**src/rtl/htx_pkg.sv**
```systemverilog
// Shared types, constants and fixed-point helper functions of the transform engine.
package htx_pkg;

	localparam int DATA_WIDTH = 32;
	localparam int FRAC_BITS  = 16;
	localparam int FIELD_W    = 32;
	localparam int PROD_W     = 2 * DATA_WIDTH;
	localparam int SUM_W      = 2 * DATA_WIDTH + 2;
	localparam int CNT_W      = 4;
	localparam int DRAIN_CYCLES = 2;

	typedef logic signed [DATA_WIDTH-1:0] elem_t;
	typedef elem_t [3:0] row_t;
	typedef row_t [3:0] mat_t;
	typedef logic signed [PROD_W-1:0] prod_t;
	typedef logic signed [SUM_W-1:0] sum_t;

	typedef enum logic [2:0] {
		CMD_IDENTITY    = 3'd0,
		CMD_TRANSLATE   = 3'd1,
		CMD_SCALE       = 3'd2,
		CMD_ROTATE      = 3'd3,
		CMD_PERSPECTIVE = 3'd4,
		CMD_LOAD_ROW    = 3'd5,
		CMD_VERTEX      = 3'd6,
		CMD_NOP         = 3'd7
	} cmd_e;

	localparam logic [1:0] AXIS_X   = 2'd0;
	localparam logic [1:0] AXIS_Y   = 2'd1;
	localparam logic [1:0] AXIS_Z   = 2'd2;
	localparam logic [1:0] LAST_ROW = 2'd3;

	localparam sum_t VMAX_W = (sum_t'(1) <<< (DATA_WIDTH - 1)) - sum_t'(1);
	localparam sum_t VMIN_W = -VMAX_W - sum_t'(1);

	typedef enum logic [2:0] {
		ST_IDLE,
		ST_MUL,
		ST_MUL_DRAIN,
		ST_VTX,
		ST_VTX_DRAIN,
		ST_OUT
	} state_t;

	// Commands from the controller to the datapath.
	typedef struct packed {
		logic       accept;
		logic       issue;
		logic       issue_vtx;
		logic [1:0] row;
		logic [1:0] col;
		logic       load_out;
	} ctl_cmd_t;

	// Status from the datapath to the controller.
	typedef struct packed {
		logic out_free;
	} dp_sts_t;

	// Clamp a wide signed value to the element range.
	function automatic elem_t sat_elem(sum_t x);
		elem_t r;
		if (x > VMAX_W) begin
			r = VMAX_W[DATA_WIDTH-1:0];
		end else if (x < VMIN_W) begin
			r = VMIN_W[DATA_WIDTH-1:0];
		end else begin
			r = x[DATA_WIDTH-1:0];
		end
		return r;
	endfunction

	function automatic elem_t field_in(logic signed [FIELD_W-1:0] v);
		return sat_elem(sum_t'(v));
	endfunction

	function automatic elem_t neg_sat(elem_t x);
		return sat_elem(-sum_t'(x));
	endfunction

	function automatic elem_t one_val();
		return sat_elem(sum_t'(1) <<< FRAC_BITS);
	endfunction

	function automatic logic signed [FIELD_W-1:0] field_out(elem_t x);
		sum_t w;
		w = sum_t'(x);
		return w[FIELD_W-1:0];
	endfunction

	// Matrix that a set-up command leaves as the current matrix.
	function automatic mat_t setup_matrix(logic [2:0] cmd, logic [1:0] idx,
			elem_t a, elem_t b, elem_t c);
		mat_t m;
		m = '0;
		for (int i = 0; i < 4; i++) begin
			m[i][i] = one_val();
		end
		case (cmd)
			CMD_TRANSLATE: begin
				m[0][3] = a;
				m[1][3] = b;
				m[2][3] = c;
			end
			CMD_SCALE: begin
				m[0][0] = a;
				m[1][1] = b;
				m[2][2] = c;
			end
			CMD_ROTATE: begin
				case (idx)
					AXIS_X: begin
						m[1][1] = a;
						m[2][2] = a;
						m[1][2] = neg_sat(b);
						m[2][1] = b;
					end
					AXIS_Y: begin
						m[0][0] = a;
						m[2][2] = a;
						m[0][2] = b;
						m[2][0] = neg_sat(b);
					end
					AXIS_Z: begin
						m[0][0] = a;
						m[1][1] = a;
						m[0][1] = b;
						m[1][0] = neg_sat(b);
					end
					default: begin
					end
				endcase
			end
			CMD_PERSPECTIVE: begin
				m[0][0] = a;
				m[1][1] = a;
				m[2][2] = '0;
				m[3][3] = '0;
				m[2][3] = neg_sat(one_val());
				m[3][2] = neg_sat(b);
			end
			default: begin
			end
		endcase
		return m;
	endfunction

endpackage

```
**src/rtl/htx_ctrl.sv**
```systemverilog
// Controller state machine that sequences command acceptance, dot-product issue, drain and result hand-off.
module htx_ctrl import htx_pkg::*; (
	input  logic       clk,
	input  logic       arst_n,
	input  logic       in_valid,
	output logic       in_ready,
	input  logic [2:0] command,
	input  logic [1:0] index,
	input  dp_sts_t    sts,
	output ctl_cmd_t   cmd
);

	state_t           state_q, state_d;
	logic [CNT_W-1:0] cnt_q;
	logic             acc;
	logic             mul_last, vtx_last, drain_last;

	assign acc        = (state_q == ST_IDLE) && in_valid;
	assign mul_last   = (cnt_q == CNT_W'(15));
	assign vtx_last   = (cnt_q == CNT_W'(3));
	assign drain_last = (cnt_q == CNT_W'(DRAIN_CYCLES - 1));

	always_comb begin
		state_d = state_q;
		case (state_q)
			ST_IDLE: begin
				if (in_valid) begin
					if (command == CMD_LOAD_ROW && index == LAST_ROW) begin
						state_d = ST_MUL;
					end else if (command == CMD_VERTEX) begin
						state_d = ST_VTX;
					end
				end
			end
			ST_MUL: begin
				if (mul_last) state_d = ST_MUL_DRAIN;
			end
			ST_MUL_DRAIN: begin
				if (drain_last) state_d = ST_IDLE;
			end
			ST_VTX: begin
				if (vtx_last) state_d = ST_VTX_DRAIN;
			end
			ST_VTX_DRAIN: begin
				if (drain_last) state_d = ST_OUT;
			end
			ST_OUT: begin
				if (sts.out_free) state_d = ST_IDLE;
			end
			default: state_d = ST_IDLE;
		endcase
	end

	always_comb begin
		in_ready      = 1'b0;
		cmd           = '0;
		cmd.accept    = acc;
		case (state_q)
			ST_IDLE: begin
				in_ready = 1'b1;
			end
			ST_MUL: begin
				cmd.issue = 1'b1;
				cmd.row   = cnt_q[3:2];
				cmd.col   = cnt_q[1:0];
			end
			ST_VTX: begin
				cmd.issue     = 1'b1;
				cmd.issue_vtx = 1'b1;
				cmd.row       = cnt_q[1:0];
			end
			ST_OUT: begin
				cmd.load_out = sts.out_free;
			end
			default: begin
			end
		endcase
	end

	always_ff @(posedge clk or negedge arst_n) begin
		if (!arst_n) begin
			state_q <= ST_IDLE;
			cnt_q   <= '0;
		end else begin
			state_q <= state_d;
			if (state_d != state_q) begin
				cnt_q <= '0;
			end else begin
				cnt_q <= cnt_q + CNT_W'(1);
			end
		end
	end

endmodule

```
**config.mk**
```make
export PLATFORM = sky130hd
export DESIGN_NAME = htx_ctrl
export DESIGN_NICKNAME = d
export VERILOG_FILES = /design/src/rtl/htx_pkg.sv /design/src/rtl/htx_ctrl.sv
export SDC_FILE = /design/constraint.sdc
export NUM_CORES = 1
export LEC_CHECK = 0
export ABC_AREA = 1
export BUFFER_PORTS_ARGS = -buffer_cell sky130_fd_sc_hd__buf_2
export CORE_AREA = 2 2 39 41
export DETAILED_ROUTE_END_ITERATION = 7
export DIE_AREA = 0 0 41 43
export PLACE_DENSITY = 0.7
export SLEW_MARGIN = 20
export SYNTH_ARGS = -nofsm -noshare
export SYNTH_HDL_FRONTEND = slang
export SYNTH_SLANG_ARGS = --single-unit
```
**constraint.sdc**
```tcl
create_clock -name clk -period 1.6 [get_ports clk]
set_input_delay 0.32 -clock clk [delete_from_list [all_inputs] [get_ports clk]]
set_output_delay 0.32 -clock clk [all_outputs]
set_load 0.005 [all_outputs]
```
==> impl_metrics.env <==
export IMPL_status="finished, final reports clean"
export IMPL_rsz0062_at_grt="true"
export IMPL_cap_violations=0
export IMPL_dp_hpwl_um=931
export IMPL_slew_headroom_pct=85.0
export IMPL_antenna_found_initial=0
export IMPL_worst_setup_path_start_kind="flop"
export IMPL_grt_usage_pct=16.9
export IMPL_critPathMaxFanout=5
export IMPL_final_cell_mix="buf_2, nor2_1, nand2_1"
export IMPL_die_area_mm2=0.00176
export IMPL_syn_nets=92
export IMPL_final_area_um2=785
export IMPL_insertedDiodeCount=0
export IMPL_die_h_um=43
export IMPL_cts_tree="done"
export IMPL_drtAntennaViolNets=0
export IMPL_clk_pin_slew_ps=50
export IMPL_wl_mm=1.25
export IMPL_finalNetCount=124
export IMPL_yosysWarnings=0
export IMPL_ys_seq_area_share_pct=31.9
export IMPL_htreeDepth=1
export IMPL_grt_pass1_wl_mm=2.01
export IMPL_crit_arrival_ps=1240
export IMPL_worstPathRequired_ps=1280
export IMPL_routed_via_count=619
export IMPL_drive_gt1_share_pct=42.9
export IMPL_netlist_instances=81
export IMPL_place_gp_congestion=0.802
export IMPL_viasPerCell=4.84
export IMPL_ys_ff_latch=7
export IMPL_finalCriticalPeriod_ps=1560
export IMPL_rows=14
export IMPL_globalRouteOverflowTotal=0
export IMPL_synthesis_area_um2=549
export IMPL_die_w_um=41
export IMPL_post_route_period_util_pct=97.3
export IMPL_critPathCaptureType="output port"
export IMPL_io_pins=18
export IMPL_hp_class="in2async"
export IMPL_start_util_pct=39.7
export IMPL_fin_tns_setup_ps=0
export IMPL_synth_distinct_cells=21
export IMPL_io_buffers=17
export IMPL_dr_pass1_iters=4
export IMPL_worstSetupPathType="reg2out"
export IMPL_clockRootBuffer="clkbuf_4"
export IMPL_finalHoldViolCount=0
export IMPL_powerDensity_mw_per_mm2=1580
export IMPL_clock_path_buffers=2
export IMPL_max_freq_mhz=642
export IMPL_final_common_cell="buf_2"
export IMPL_hold_ws_ps=417
export IMPL_syn_to_final_growth_pct=42.8
export IMPL_grt_pass1_vias=527
export IMPL_finClkSkew_ps=6.69
export IMPL_clkLatencyLatePin_ps=250
export IMPL_p_leak_nw=0.427
export IMPL_numClockSinks=7
export IMPL_vdd_drop_max_mv=0.940
export IMPL_cts_buffers=3
export IMPL_drc_errors=0
export IMPL_setup_viol=0
export IMPL_worst_pin_slew_ps=224
export IMPL_drtIter0Drc=7
export IMPL_finalMaxSlewViolations=0
export IMPL_synth_avg_cell_area_um2=6.78
export IMPL_grt_max_degree=8
export IMPL_core_area_mm2=0.00138
export IMPL_wire_per_inst_um=9.73
export IMPL_p_total_mw=1.24
export IMPL_placed_area_um2=633
metal layers:
layer	global-route usage, %	part of all wire [%]	vias to the layer above
met3	6.28	5.3	2
li1	-	-	318
met1	19.3	43	286
met2	27.5	51	13
met4	6.00	0.80	0
met5	0	0	-
report_power, final:
part           total, mW  switching [mW]  internal [mW]
combinational      0.745           0.390          0.355
sequential         0.340          0.0902          0.250
clock              0.158          0.0627         0.0950
total               1.24           0.542          0.700
critical path, cell delays in order, from the launching register on:
cell and delay [ps]:
dfrtp_2 460, buf_6 140, nand3b_1 160, nor2_1 100
buf_2 110
flip-flops by register name (all words and copies together) (netlist names):
name,cells
cnt_q,4
state_q,3
worst paths after layout:
check                                          start                    to  slack, ps  cells past startpoint
min in group clk                          command[2]  state_q[1]$_DFF_PN0_        460                      5
worst max-delay path            state_q[2]$_DFF_PN0_                cmd[7]         40                      4
worst min-delay path                          arst_n  state_q[0]$_DFF_PN0_        420                      2
worst max register to register    cnt_q[0]$_DFF_PN0_    cnt_q[0]$_DFF_PN0_        150                      8
max in group asynchronous                     arst_n    cnt_q[0]$_DFF_PN0_       1010                      2
worst min register to register    cnt_q[0]$_DFF_PN0_    cnt_q[0]$_DFF_PN0_        490                      1
kinds of logic (layout without fill, tap and decap cells):
kind of cell	Yosys count	after routing	synth area share, %
and+or+nand+nor	50	50	41.9
buffers and inverters	15	46	12.8
DFF	7	7	31.9
AOI/OAI and AO/OA	5	5	5.69
adders and majority gates	2	2	4.56
xor gates and xnor gates	2	2	3.19
cells in the mapped netlist:
cell	n	area (um2)
nand2_1	15	56.3
nor2_1	15	56.3
inv_1	11	41.3
dfrtp_1	7	175
nand3_1	7	35.0
nand2_2	4	25.0
nor2_2	3	18.8
nor3_1	3	15.0
ha_1	2	25.0
inv_2	2	7.51
o22ai_1	2	12.5
a31oi_1	1	6.26
buf_4	1	7.51
clkbuf_8	1	13.8
nand3_2	1	10.0
nand3b_1	1	7.51
nand4_1	1	6.26
o211ai_1	1	7.51
o21ai_1	1	5.00
xnor2_1	1	8.76
xor2_1	1	8.76
stage by stage:
step / instances / setup WS, ps / utilization [%]
global route: 128 / -26.2 / 56.7
global placement: 112 / 150 / 45.8
finish: 128 / 43.2 / 56.7
detailed placement: 112 / 135 / 45.8
CTS: 121 / 0.700 / 51.5
floorplan: 81 / 314 / -
repair_timing:
| action | CTS | global route |
|---|---|---|
| gates resized for setup | 4 | 8 |
| setup buffers | 4 | 7 |
| setup endpoints to repair | 4 | 8 |
| hold buffers | 1 | 0 |
| pin swaps | 0 | 3 |
| hold endpoints to repair | 7 | 0 |
area by class of cell:
| type | count | area, um2 |
|---|---|---|
| clock buffers | 4 | 26.3 |
| flip-flops and latches | 7 | 179 |
| well taps | 16 | 20.0 |
| repair buffers | 29 | 185 |
| fillers | 133 | 599 |
| inverters | 13 | 51.3 |
| multi-input cells | 59 | 323 |
No activity file was read; power rests on OpenSTA's default activity.
